==> src/rtl/core/rgb_rle_pkg.sv <==
package rgb_rle_pkg;

  // Widths of the pixel components and of the run count.
  localparam int unsigned COLOR_W = 8;
  localparam int unsigned COUNT_W = 8;

  // Longest run a single record can carry.
  localparam logic [COUNT_W-1:0] MAX_RUN = '1;

  // Default depth of the record queue, a power of two of at least 2.
  localparam int unsigned QUEUE_DEPTH = 4;

  // One output record.
  typedef struct packed {
    logic [COUNT_W-1:0] count;
    logic [COLOR_W-1:0] red;
    logic [COLOR_W-1:0] green;
    logic [COLOR_W-1:0] blue;
    logic               final_rec;
  } record_t;

  // Records produced by one pixel transfer, written to the queue in order.
  typedef struct packed {
    logic [1:0] num;
    record_t    first;
    record_t    second;
  } push_t;

endpackage

==> src/rtl/core/rgb_run_length_encoder.sv <==
// RGB run-length encoder.
// Pixel channel: pixel_valid/pixel_ready with pixel_red, pixel_green,
// pixel_blue and image_end, which marks the last pixel of an image.
// Record channel: record_valid/record_ready with run_count (1 to 255),
// run_red, run_green, run_blue and final_record on the last record.
// A record is emitted when a pixel of a new color arrives, when a run of
// 255 receives one more equal pixel, and on the last pixel, which flushes
// the pending run; that pixel can yield two records.
// A record is written into the record queue by the pixel transfer that
// closes it and is offered from there. Throughput: one pixel per cycle
// while the record queue has room for two records; the front accepts a
// pixel only then, and a double emit fills the queue by two records.
// When the receiver stalls, records collect in the QUEUE_DEPTH-entry queue
// and pixel_ready drops once fewer than two slots are free.
// Reset (synchronous, active high) empties the queue and closes any run.
module rgb_run_length_encoder
  import rgb_rle_pkg::*;
#(
  parameter int unsigned QUEUE_DEPTH_P = QUEUE_DEPTH
) (
  input  logic               clk,
  input  logic               rst,
  input  logic               pixel_valid,
  output logic               pixel_ready,
  input  logic [COLOR_W-1:0] pixel_red,
  input  logic [COLOR_W-1:0] pixel_green,
  input  logic [COLOR_W-1:0] pixel_blue,
  input  logic               image_end,
  output logic               record_valid,
  input  logic               record_ready,
  output logic [COUNT_W-1:0] run_count,
  output logic [COLOR_W-1:0] run_red,
  output logic [COLOR_W-1:0] run_green,
  output logic [COLOR_W-1:0] run_blue,
  output logic               final_record
);

  push_t   push;
  record_t head;
  logic    room;

  assign pixel_ready = room;

  // Front: run tracking and record generation.
  rgb_rle_front u_front (
    .clk         (clk),
    .rst         (rst),
    .take        (pixel_valid && room),
    .pixel_red   (pixel_red),
    .pixel_green (pixel_green),
    .pixel_blue  (pixel_blue),
    .image_end   (image_end),
    .push        (push)
  );

  // Back: record queue feeding the output channel.
  rgb_rle_queue #(
    .DEPTH (QUEUE_DEPTH_P)
  ) u_queue (
    .clk        (clk),
    .rst        (rst),
    .push       (push),
    .room       (room),
    .head_valid (record_valid),
    .pop        (record_ready),
    .head       (head)
  );

  assign run_count    = head.count;
  assign run_red      = head.red;
  assign run_green    = head.green;
  assign run_blue     = head.blue;
  assign final_record = head.final_rec;

endmodule

==> src/rtl/core/rgb_rle_front.sv <==
module rgb_rle_front
  import rgb_rle_pkg::*;
(
  input  logic               clk,
  input  logic               rst,
  input  logic               take,
  input  logic [COLOR_W-1:0] pixel_red,
  input  logic [COLOR_W-1:0] pixel_green,
  input  logic [COLOR_W-1:0] pixel_blue,
  input  logic               image_end,
  output push_t              push
);

  logic               run_open;
  logic [COUNT_W-1:0] pending_count;
  logic [COLOR_W-1:0] pending_red;
  logic [COLOR_W-1:0] pending_green;
  logic [COLOR_W-1:0] pending_blue;

  logic               run_open_next;
  logic [COUNT_W-1:0] pending_count_next;
  logic [COLOR_W-1:0] pending_red_next;
  logic [COLOR_W-1:0] pending_green_next;
  logic [COLOR_W-1:0] pending_blue_next;

  logic    same_color;
  logic    extend;
  logic    close_old;
  record_t old_rec;
  record_t new_rec;

  // Classify the pixel against the open run.
  always_comb begin
    same_color = (pixel_red == pending_red) && (pixel_green == pending_green) &&
                 (pixel_blue == pending_blue);
    extend     = run_open && same_color && (pending_count != MAX_RUN);
    close_old  = run_open && !extend;

    if (extend) begin
      pending_count_next = pending_count + COUNT_W'(1);
      pending_red_next   = pending_red;
      pending_green_next = pending_green;
      pending_blue_next  = pending_blue;
    end else begin
      pending_count_next = COUNT_W'(1);
      pending_red_next   = pixel_red;
      pending_green_next = pixel_green;
      pending_blue_next  = pixel_blue;
    end
    run_open_next = !image_end;

    old_rec = '{count: pending_count, red: pending_red, green: pending_green,
                blue: pending_blue, final_rec: 1'b0};
    new_rec = '{count: pending_count_next, red: pending_red_next,
                green: pending_green_next, blue: pending_blue_next, final_rec: 1'b1};
  end

  // The closed run goes first; the flushed run follows on the last pixel.
  always_comb begin
    push.num    = 2'd0;
    push.first  = close_old ? old_rec : new_rec;
    push.second = new_rec;
    if (take) begin
      push.num = {1'b0, close_old} + {1'b0, image_end};
    end
  end

  // Run state, cleared after the last pixel of an image.
  always_ff @(posedge clk) begin
    if (rst) begin
      run_open      <= 1'b0;
      pending_count <= '0;
    end else if (take) begin
      run_open      <= run_open_next;
      pending_count <= image_end ? '0 : pending_count_next;
    end
    if (take) begin
      pending_red   <= pending_red_next;
      pending_green <= pending_green_next;
      pending_blue  <= pending_blue_next;
    end
  end

endmodule

==> src/rtl/core/rgb_rle_queue.sv <==
module rgb_rle_queue
  import rgb_rle_pkg::*;
#(
  parameter int unsigned DEPTH = QUEUE_DEPTH
) (
  input  logic    clk,
  input  logic    rst,
  input  push_t   push,
  output logic    room,
  output logic    head_valid,
  input  logic    pop,
  output record_t head
);

  localparam int unsigned PTR_W = (DEPTH > 1) ? $clog2(DEPTH) : 1;
  localparam int unsigned CNT_W = $clog2(DEPTH + 1);

  record_t            mem [DEPTH];
  logic [PTR_W-1:0]   wr_ptr;
  logic [PTR_W-1:0]   rd_ptr;
  logic [CNT_W-1:0]   fill;
  logic               do_pop;

  // Room for the worst case of two records from one pixel.
  assign room       = (fill <= CNT_W'(DEPTH - 2));
  assign head_valid = (fill != '0);
  assign do_pop     = pop && head_valid;
  assign head       = mem[rd_ptr];

  // Storage: up to two writes at consecutive slots.
  always_ff @(posedge clk) begin
    if (push.num != 2'd0) begin
      mem[wr_ptr] <= push.first;
    end
    if (push.num == 2'd2) begin
      mem[wr_ptr + PTR_W'(1)] <= push.second;
    end
  end

  // Pointers and fill level.
  always_ff @(posedge clk) begin
    if (rst) begin
      wr_ptr <= '0;
      rd_ptr <= '0;
      fill   <= '0;
    end else begin
      wr_ptr <= wr_ptr + PTR_W'(push.num);
      if (do_pop) begin
        rd_ptr <= rd_ptr + PTR_W'(1);
      end
      fill <= fill + CNT_W'(push.num) - CNT_W'(do_pop);
    end
  end

endmodule

==> config.mk <==
export PLATFORM = sky130hd
export DESIGN_NAME = rgb_run_length_encoder
export DESIGN_NICKNAME = d
export VERILOG_FILES = /design/src/rtl/core/rgb_rle_pkg.sv /design/src/rtl/core/rgb_run_length_encoder.sv /design/src/rtl/core/rgb_rle_front.sv /design/src/rtl/core/rgb_rle_queue.sv
export SDC_FILE = /design/constraint.sdc
export NUM_CORES = 1
export LEC_CHECK = 0
export BUFFER_PORTS_ARGS = -buffer_cell sky130_fd_sc_hd__buf_2
export CORE_MARGIN = 2
export CORE_UTILIZATION = 40
export CTS_CLUSTER_SIZE = 12
export DETAILED_ROUTE_END_ITERATION = 6
export GPL_TIMING_DRIVEN = 0
export PLACE_DENSITY = 0.53
export SYNTH_ARGS = -nofsm -noshare
export SYNTH_HDL_FRONTEND = slang
export SYNTH_SLANG_ARGS = --single-unit
==> constraint.sdc <==
create_clock -name clk -period 7 [get_ports clk]
set_clock_uncertainty 0.1 [all_clocks]
set_input_delay 1.75 -clock clk [delete_from_list [all_inputs] [get_ports clk]]
set_output_delay 1.75 -clock clk [all_outputs]
set_load 0.01 [all_outputs]
======== Word-level counts from Yosys, hierarchy flattened ========
Memory sizes are Yosys's and may differ from the RTL's. A register that Yosys moved wholly into a read port is not among the register bits.
Index checks and enable logic that the tools add are counted.
cells by class
  eq/ne operators ......................... 5
  order comparisons ....................... 1
  multiplexer cells ....................... 13
  $add $sub $neg .......................... 7
  reduce and logical (&&, ||, !) cells .... 11
operators by type and width
  cell                   count
  $mux W8                5
  $mux W33               1
  $eq A8 B8 Y1           3
  $add A8 B1 Y8 const B  1
  $ne A8 B8 Y1 const B   1
  $logic_and A1 B1 Y1    7
  $mux W2                3
  $add A2 B1 Y2 const B  2
  $mux W1                4
  $add A3 B2 Y3          1
  $le A3 B2 Y1 const B   1
  $reduce_bool A3 Y1     1
  $sub A3 B1 Y3          1
  $add A1 B1 Y2          1
  $add A2 B2 Y2          1
  $eq A2 B2 Y1 const B   1
  $logic_not A1 Y1       2
  $reduce_bool A2 Y1     1
storage, ports and cells
  RAM bits ................................ 132
  output and inout port bits .............. 35
  memories kept ........................... 1
  logic and storage cells ................. 46
  register bits after elaboration ......... 40
memories
  memory       words  bits a word  read ports  clocked after memory_dff  write ports  RTL line             source
  u_queue.mem  4      33           1           1                         2            rgb_rle_queue.sv:18  record_t mem [DEPTH];

======== Logic depth before layout (Yosys ltp) ========
Gate-level depths: netlist of run 1.
  depth after elaboration ................. 12
  depth in mapped cells ................... 17
  mapped depth without buffers ............ 14

======== Modules after synthesis ========
Synthesis of run 1 repeated with hierarchy kept, for this count alone.
second synthesis, totals
  cells, all modules ...................... 600
  area total of the unflattened synthesis .. 9,163.8 µm²
by module, submodules not included
  module                  cells each  times used  area each (µm²)
  rgb_rle_queue           375         1           6,901.6
  rgb_rle_front           224         1           2,255.9
  rgb_run_length_encoder  1           1           6.3

======== Worst setup path after synthesis of run 1 ========
Ideal clock, no wire load.
  path kind ............................... input port to flip-flop
  start ................................... input pixel_green[3]
  end ..................................... memory u_queue.mem[2][10] in the netlist's numbering (enable)
  required time ........................... 6.513 ns
  cell stages on the path ................. 14
  setup slack ............................. 1.441 ns
  buffers on the path ..................... 3
  library setup time ...................... 0.387 ns
  arrival time ............................ 5.072 ns
  cell sequence ........................... xnor2_1 nand4_1 or4_4 nand2b_4 buf_6 clkbuf_1 and2_1 ha_1 nor2b_1 nand2_1 or3_1 nor2b_1 clkbuf_1 inv_1
RTL lines
  element      RTL line                      source
  from (decl)  rgb_run_length_encoder.sv:26  input logic [COLOR_W-1:0] pixel_green,
  to (decl)    rgb_rle_queue.sv:18

==> reports/qor.csv, run 1 <==
metric,value,unit
critical path required time,7170,ps
# Post-CTS Setup Buffers,0,
CTS tree,built,
first-pass iteration count of the detailed router,7,
Nets,751,
fraction of the mapped netlist area in adder cells,1.12,%
antenna diode count,0,
count of flip-flops with a built-in enable after synthesis,152,
"Avg Cell Area, Syn",13.4,um2
number of global-route vias before repair,5843,
startpoint of the lowest-slack hold path,u_queue.mem[2][0],
global routing's busiest layer,met2,
initial antenna violation count,0,
Post-Place Cell Area,9210,um2
"Warnings, synthesis",0,
combinational share of power,25.1,%
"reg-to-reg slack, setup",2160,ps
met3 global-route usage,4.28,%
NetSw,0.875,mW
area taken by flip-flops and latches,5000,um2
clock tree root buffer cell,sky130_fd_sc_hd__clkbuf_16,
placeable core region,20900,um2
number of cells produced by synthesis,629,
routed len/inst,22.4,um
"antenna viol nets, final",0,
FMAX,173,MHz
"critical path fanouts, max",26,
count of input and output buffers,62,
die span in x,149,um
Max Cap Viol,0,
simple-gate area share of the yosys netlist,8.18,%
Synth Area in Compound Gates,15.0,%
internal portion of total power,2.01,mW
total power,2.89,mW
ratio of cells with drive above 1 in the final layout,20.3,%
top-level I/O count,64,
net count of the mapped netlist,665,
worst hold path cell count,2,
detailed-route vias per instance,5.66,
floorplan die height,149,um
Pwr per Cell Area,296,nW/um2
Sequential Power Share,44.9,%
worst r2r src,u_front.pending_red[0],
total wirelength of the detailed-routed design,22500,um
setup repair after global routing missed its margin,false,
hold buffers post-CTS,0,
clock input transition at the sequential cells of the worst setup and hold paths,70,ps
Worst Hold Endpoint,u_queue.mem[2][0],
source-to-sink clock delay at the later pin of the worst-skew pair,430,ps
worst vdd ir,184,uV
first-pass GRT wire length,34300,um
CTS Buf Count,17,
type of the worst setup path,primary input to flop,
Clock Sinks,174,
leading post-synthesis cells by instance count,"sky130_fd_sc_hd__edfxtp_1, sky130_fd_sc_hd__a22o_1, sky130_fd_sc_hd__clkbuf_1, sky130_fd_sc_hd__mux4_2, sky130_fd_sc_hd__nor2_1",
HP Class,flop to flop,
number of setup violations in the final report,0,
result of the run,finished clean,
flip-flop and latch count after synthesis,174,
multiplexer share of the synthesized area,8.91,%
R2R cell count,17,
CTS H-Tree Depth,4,
post-detailed-route DRC marker count,0,
share of async-settable or async-resettable flops after synthesis,0,%
met2 Use GR,34.2,%
post-synth top area cell,sky130_fd_sc_hd__edfxtp_1,
post-detail-place hpwl,14800,um
WP data arrival,5970,ps
global-route congestion overflow total,0,
count of cell types in the netlist,40,
fraction of synthesized cell area in xor and xnor cells,3.21,%
leading cell types by total area after synthesis,"sky130_fd_sc_hd__edfxtp_1, sky130_fd_sc_hd__a22o_1, sky130_fd_sc_hd__mux4_2",
area of the multi-input gates,3080,um2
total global-route track usage,21.0,%
final hold viol count,0,
Filler cells,1921,
Layout Cell Area excl Fill,9750,um2
Net Sw Frac,30.3,%
critical path launch point type,primary input,
cell with the most instances after synthesis,sky130_fd_sc_hd__edfxtp_1,
endpoint of the worst register-to-register path,u_queue.mem[2][32],
area growth from synthesis to final layout,15.3,%
fraction of post-synthesis cell area in the top cell type by area,54.0,%
shortest period the worst path allows,5790,ps
effective utilization at floorplan,40.5,%
clock share of power,30.0,%
sequential area share after synthesis,59.2,%
row count,53,
number of gates resized after cts,0,
Final Max Slew Viols,0,
die area,22300,um2
dominant synthesized flop cell,sky130_fd_sc_hd__edfxtp_1,
Setup TNS Final,0,ps
met1 capacity usage during global routing,28.6,%
routability congestion estimate from global placement,0.852,
Leakage,3.46,nW
Worst Max-Slew Pin Slew,1070,ps
number of vias after detailed routing,5675,
DRC marker count from the first detailed-route iteration,596,
"buffers from clock root to sink, at most",2,
maximum number of pins on one net before global-route repair,28,
worst-case headroom to the max-slew limit,28.7,%
capturing element type of the critical path,flop,
post-synthesis instance area,8460,um2
combinational family with the most area after synthesis,compound AO/OA/AOI/OAI gates,
period utilisation layout,82.7,%
per-stage QoR:
stage          std cells  util, %  setup slack [ps]  hold WS (ps)
4_1_cts             1002     46.6              1210           349
5_1_grt             1003     46.7               922           406
2_1_floorplan        629        -              1440           318
6_report            1003     46.7              1210           352
3_5_place_dp         970     44.1               777           338
3_3_place_gp         966     43.6             -41.9           341
sequential cells by signal, summed over array words and instances (netlist names), named ones only:
register / count
u_queue.mem: 132
u_queue.rd_ptr: 2
u_queue.fill: 3
u_front.pending_blue: 8
u_front.run_open: 1
u_queue.wr_ptr: 2
u_front.pending_green: 8
u_front.pending_red: 8
u_front.pending_count: 8
cell families (layout without fill, tap and decap cells):
kind of cell / count (synthesis) / in the layout
flip-flops: 174 / 174
AO/OA/AOI/OAI: 158 / 158
AND/OR/NAND/NOR: 133 / 133
buffers and inverters: 92 / 191
multiplexers: 34 / 34
XOR/XNOR: 31 / 31
adder cells (fa/ha/maj): 7 / 7
critical path: stages:
cell and delay, ps:
sky130_fd_sc_hd__buf_2 130, sky130_fd_sc_hd__xnor2_1 270, sky130_fd_sc_hd__nand4_1 150, sky130_fd_sc_hd__or4_4 570, sky130_fd_sc_hd__nand2b_4 170, sky130_fd_sc_hd__buf_6 150
sky130_fd_sc_hd__clkbuf_1 200, sky130_fd_sc_hd__and2_1 210, sky130_fd_sc_hd__ha_1 350, sky130_fd_sc_hd__nor2b_1 290, sky130_fd_sc_hd__nand2_1 120, sky130_fd_sc_hd__or3_1 350
sky130_fd_sc_hd__nor2b_1 140, sky130_fd_sc_hd__clkbuf_1 270, sky130_fd_sc_hd__inv_2 310, sky130_fd_sc_hd__buf_12 260, sky130_fd_sc_hd__nand2_1 70, sky130_fd_sc_hd__o21ai_0 160
power by group through the flow:
stage | combinational [mW] | clock [mW] | sequential (mW)
global route | 0.793 | 0.919 | 1.31
CTS | 0.736 | 0.878 | 1.30
floorplan | 0.467 | 0 | 1.31
detailed placement | 0.734 | 0 | 1.32
global placement | 0.716 | 0 | 1.32
finish | 0.726 | 0.867 | 1.30
worst max-delay path by stage:
stage / startpoint / to / slack, ps / cells past startpoint
after floorplan: pixel_green[3] / u_queue.mem[2][10] / 1440 / 14
after global placement: pixel_red[0] / u_queue.mem[2][32] / -40 / 17
after detailed placement: pixel_red[0] / u_queue.mem[2][32] / 780 / 18
after CTS: pixel_red[0] / u_queue.mem[2][32] / 1210 / 18
after global routing: pixel_red[5] / u_queue.mem[2][32] / 920 / 18
final: pixel_red[0] / u_queue.mem[2][32] / 1210 / 18
routing by layer:
layer / vias to the layer above / share of wire, %
met1: 2850 / 45
li1: 2619 / -
met2: 184 / 48
met3: 22 / 5.4
met4: 0 / 1.5
met5: - / 0
placed cells by master, fill, tap and decap left out, drive strengths merged:
master      n
and4        1
xor2        2
and3        4
and2       12
buf        82
nand2      24
nor2       30
a221o      11
or2         4
nand4      11
o21a        1
mux2i       1
nor2b       6
a21oi      12
fa          1
a211oi     11
ha          6
a22o       97
clkinvlp    3
edfxtp    152
or3         5
o21ai      15
nor3       19
xnor2      29
nor4        5
inv        16
dfxtp      22
nand2b      5
a21o        9
mux4       33
nand3       6
a31oi       2
clkbuf     81
or4         1
clkinv      9
area by class of cell:
class	instances	share of cell area [%]
well taps	275	3.53
clock buffers	17	4.36
repair buffers	67	4.36
multi-input cells	363	31.6
plain buffers	79	3.34
clock inverters	15	0.988
flip-flops and latches	174	51.3
inverters	13	0.501
Note: power is estimated with default switching activity, not from simulation.
==> run 2: changes to the inputs <==
--- a/config.mk
+++ b/config.mk
@@ -11,7 +11,7 @@
 export CTS_CLUSTER_SIZE = 12
 export DETAILED_ROUTE_END_ITERATION = 6
 export GPL_TIMING_DRIVEN = 0
-export PLACE_DENSITY = 0.53
+export PLACE_DENSITY = 0.55
 export SYNTH_ARGS = -nofsm -noshare
 export SYNTH_HDL_FRONTEND = slang
 export SYNTH_SLANG_ARGS = --single-unit
==> constraint.sdc (replaced) <==
create_clock -name clk -period 5.31 [get_ports clk]
set_clock_uncertainty 0.1 [all_clocks]
set_input_delay 1.3275 -clock clk [delete_from_list [all_inputs] [get_ports clk]]
set_output_delay 1.3275 -clock clk [all_outputs]
set_load 0.01 [all_outputs]
==> run 2 against run 1 <==
Against the previous run:
- worst hold slack improved by 5.1 ps
- via count increased by 1.3%
- cell count shrank 0.30%
- sequential share of layout area down 0.57 points
- worst setup slack worse by 1000 ps
- die area stayed put
- sequential power increased by 32%
- wire length shrank 1.2%
- total power up 39%
- largest cell class unchanged
- clock power up 55%
==> reports/qor.csv, run 2 (synthesized netlist as in run 1, its figures left out) <==
metric,value,unit,change
result of the run,finished clean,,
Max Cap Viol,0,,unchanged
cell seen most often among critical-path stages,sky130_fd_sc_hd__clkbuf_1,,
list of cells traversed by the critical path,buf_2 -> xnor2_1 -> nand4_1 -> or4_4 -> nand2b_4 -> buf_6 -> clkbuf_1 -> and2_1 -> ha_1 -> o21ai_1 -> nor2_1 -> and2_1 -> clkbuf_1 -> clkbuf_1 -> a22o_1,,
source-to-sink clock delay at the later pin of the worst-skew pair,440,ps,about the same
type of the worst setup path,primary input to flop,,
routed length on met3,1260,um,+4.2%
startpoint of the lowest-slack hold path,u_queue.mem[2][0],,
length of routed met2 wiring,10900,um,-0.10%
detailed-route vias per instance,5.75,,+1.6%
total wirelength of the detailed-routed design,22200,um,-1.2%
Layout Cell Area excl Fill,9860,um2,+1.1%
number of gates resized after cts,2,,+2
routed len/inst,22.2,um,-0.91%
first-pass GRT wire length,33300,um,-2.7%
hold buffers post-CTS,0,,unchanged
maximum number of pins on one net before global-route repair,31,,+11%
DRC marker count from the first detailed-route iteration,488,,-18%
clock tree root buffer cell,sky130_fd_sc_hd__clkbuf_16,,
worst vdd ir,235,uV,+28%
Critical Path Slowest Stage Cell,sky130_fd_sc_hd__or4_4,,
ratio of cells with drive above 1 in the final layout,23.0,%,+2.7 points
"antenna viol nets, final",0,,unchanged
number of global-route vias before repair,5602,,-4.1%
highest routed metal layer,met4,,
final hold viol count,0,,unchanged
period utilisation layout,96.5,%,
CTS H-Tree Depth,4,,unchanged
FMAX,195,MHz,
"most common cell after layout, fill and taps aside",sky130_fd_sc_hd__edfxtp_1,,
area growth from synthesis to final layout,16.6,%,
number of setup violations in the final report,0,,unchanged
WP data arrival,5320,ps,-650 ps
CTS tree,built,,
number of vias after detailed routing,5751,,+1.3%
shortest period the worst path allows,5120,ps,
HP Class,flop to flop,,
final core utilization,47.2,%,+0.52 points
"flip-flop count of the largest register, all copies and words added",132,,unchanged
critical path required time,5510,ps,-1660 ps
origin of the worst setup path,pixel_red[5],,
first-pass iteration count of the detailed router,5,,-2
worst r2r src,u_front.pending_red[5],,
die span in x,149,um,unchanged
die area,22300,um2,unchanged
worst-case headroom to the max-slew limit,10.4,%,-18 points
post-detailed-route DRC marker count,0,,unchanged
post-detail-place hpwl,14600,um,-1.5%
placeable core region,20900,um2,unchanged
antenna diode count,0,,unchanged
count of input and output buffers,62,,unchanged
global-route congestion overflow total,0,,unchanged
capturing element type of the critical path,flop,,
"leading cell types in the layout, fill and taps excluded","sky130_fd_sc_hd__edfxtp_1, sky130_fd_sc_hd__a22o_1, sky130_fd_sc_hd__buf_2",,
delay of the slowest cell on the worst path,570,ps,about the same
routability congestion estimate from global placement,0.900,,+5.6%
initial antenna violation count,0,,unchanged
Clock Sinks,174,,unchanged
effective utilization at floorplan,40.5,%,unchanged
setup repair after global routing missed its margin,false,,
Pwr per Cell Area,406,nW/um2,+37%
largest register by flop count,u_queue.mem,,
clock input transition at the sequential cells of the worst setup and hold paths,70,ps,about the same
Filler cells,1882,,-2.0%
"critical path fanouts, max",10,,-62%
Leakage,3.54,nW,+2.4%
row count,53,,unchanged
Post-Place Cell Area,9190,um2,-0.16%
"buffers from clock root to sink, at most",2,,unchanged
CTS Buf Count,17,,unchanged
# Post-CTS Setup Buffers,0,,unchanged
Nets,748,,-0.40%
Worst Max-Slew Pin Slew,1340,ps,+273 ps
detailed-route wire length on metal 1,9620,um,-4.2%
floorplan die height,149,um,unchanged
Final Max Slew Viols,0,,unchanged
total global-route track usage,20.6,%,-0.40 points
critical path launch point type,primary input,,
top-level I/O count,64,,unchanged
run 2: layer usage:
| layer | vias up | global-route usage, % |
|---|---|---|
| met5 | - | 0 |
| met4 | 0 | 7.62 |
| met3 | 45 | 3.43 |
| met2 | 236 | 33.1 |
| met1 | 2850 | 28.2 |
| li1 | 2620 | - |
run 2: final timing paths:
kind / to / slack (ps) / depth (start not counted)
worst min register to register: u_queue.mem[2][0] / 360 / 2
worst max-delay path: u_queue.mem[3][21] / 190 / 15
worst min-delay path: u_queue.mem[2][0] / 360 / 2
worst max register to register: u_queue.mem[3][21] / 710 / 14
run 2: layout make-up:
cell class                      count  area [um2]  area share, %
Buffer                             77         330           3.35
Clock buffer                       17         425           4.32
Clock inverter                     15         201           2.04
Inverter                           13        56.3          0.571
Multi-Input combinational cell    363        3100           31.5
Sequential cell                   174        5000           50.8
Tap cell                          275         344           3.49
Timing Repair Buffer               66         390           3.96
run 2: power breakdown:
group | internal, mW | total [mW] | switching (mW)
logic | 0.415 | 0.954 | 0.539
registers | 1.64 | 1.71 | 0.0706
clock network | 0.759 | 1.34 | 0.582
total | 2.81 | 4.00 | 1.19
run 2: stage by stage:
stage	worst slack (ps)	hold WS, ps	TNS (ps)	cells	power, mW
after floorplan	173	318	0	629	2.34
after global placement	-1330	338	-178650	966	2.67
after detailed placement	-455	346	-56930	970	2.70
after CTS	4.53	357	0	1002	4.03
after global routing	34.7	382	0	1000	4.17
final	187	357	0	1000	4.00
run 2: worst max-delay path: cells and delay by family:
kind | cells | cell delay [ps]
buffers and inverters | 5 | 1370
AND/OR/NAND/NOR | 6 | 1550
XOR/XNOR | 1 | 250
AO/OA/AOI/OAI | 2 | 380
adder cells (fa/ha/maj) | 1 | 410
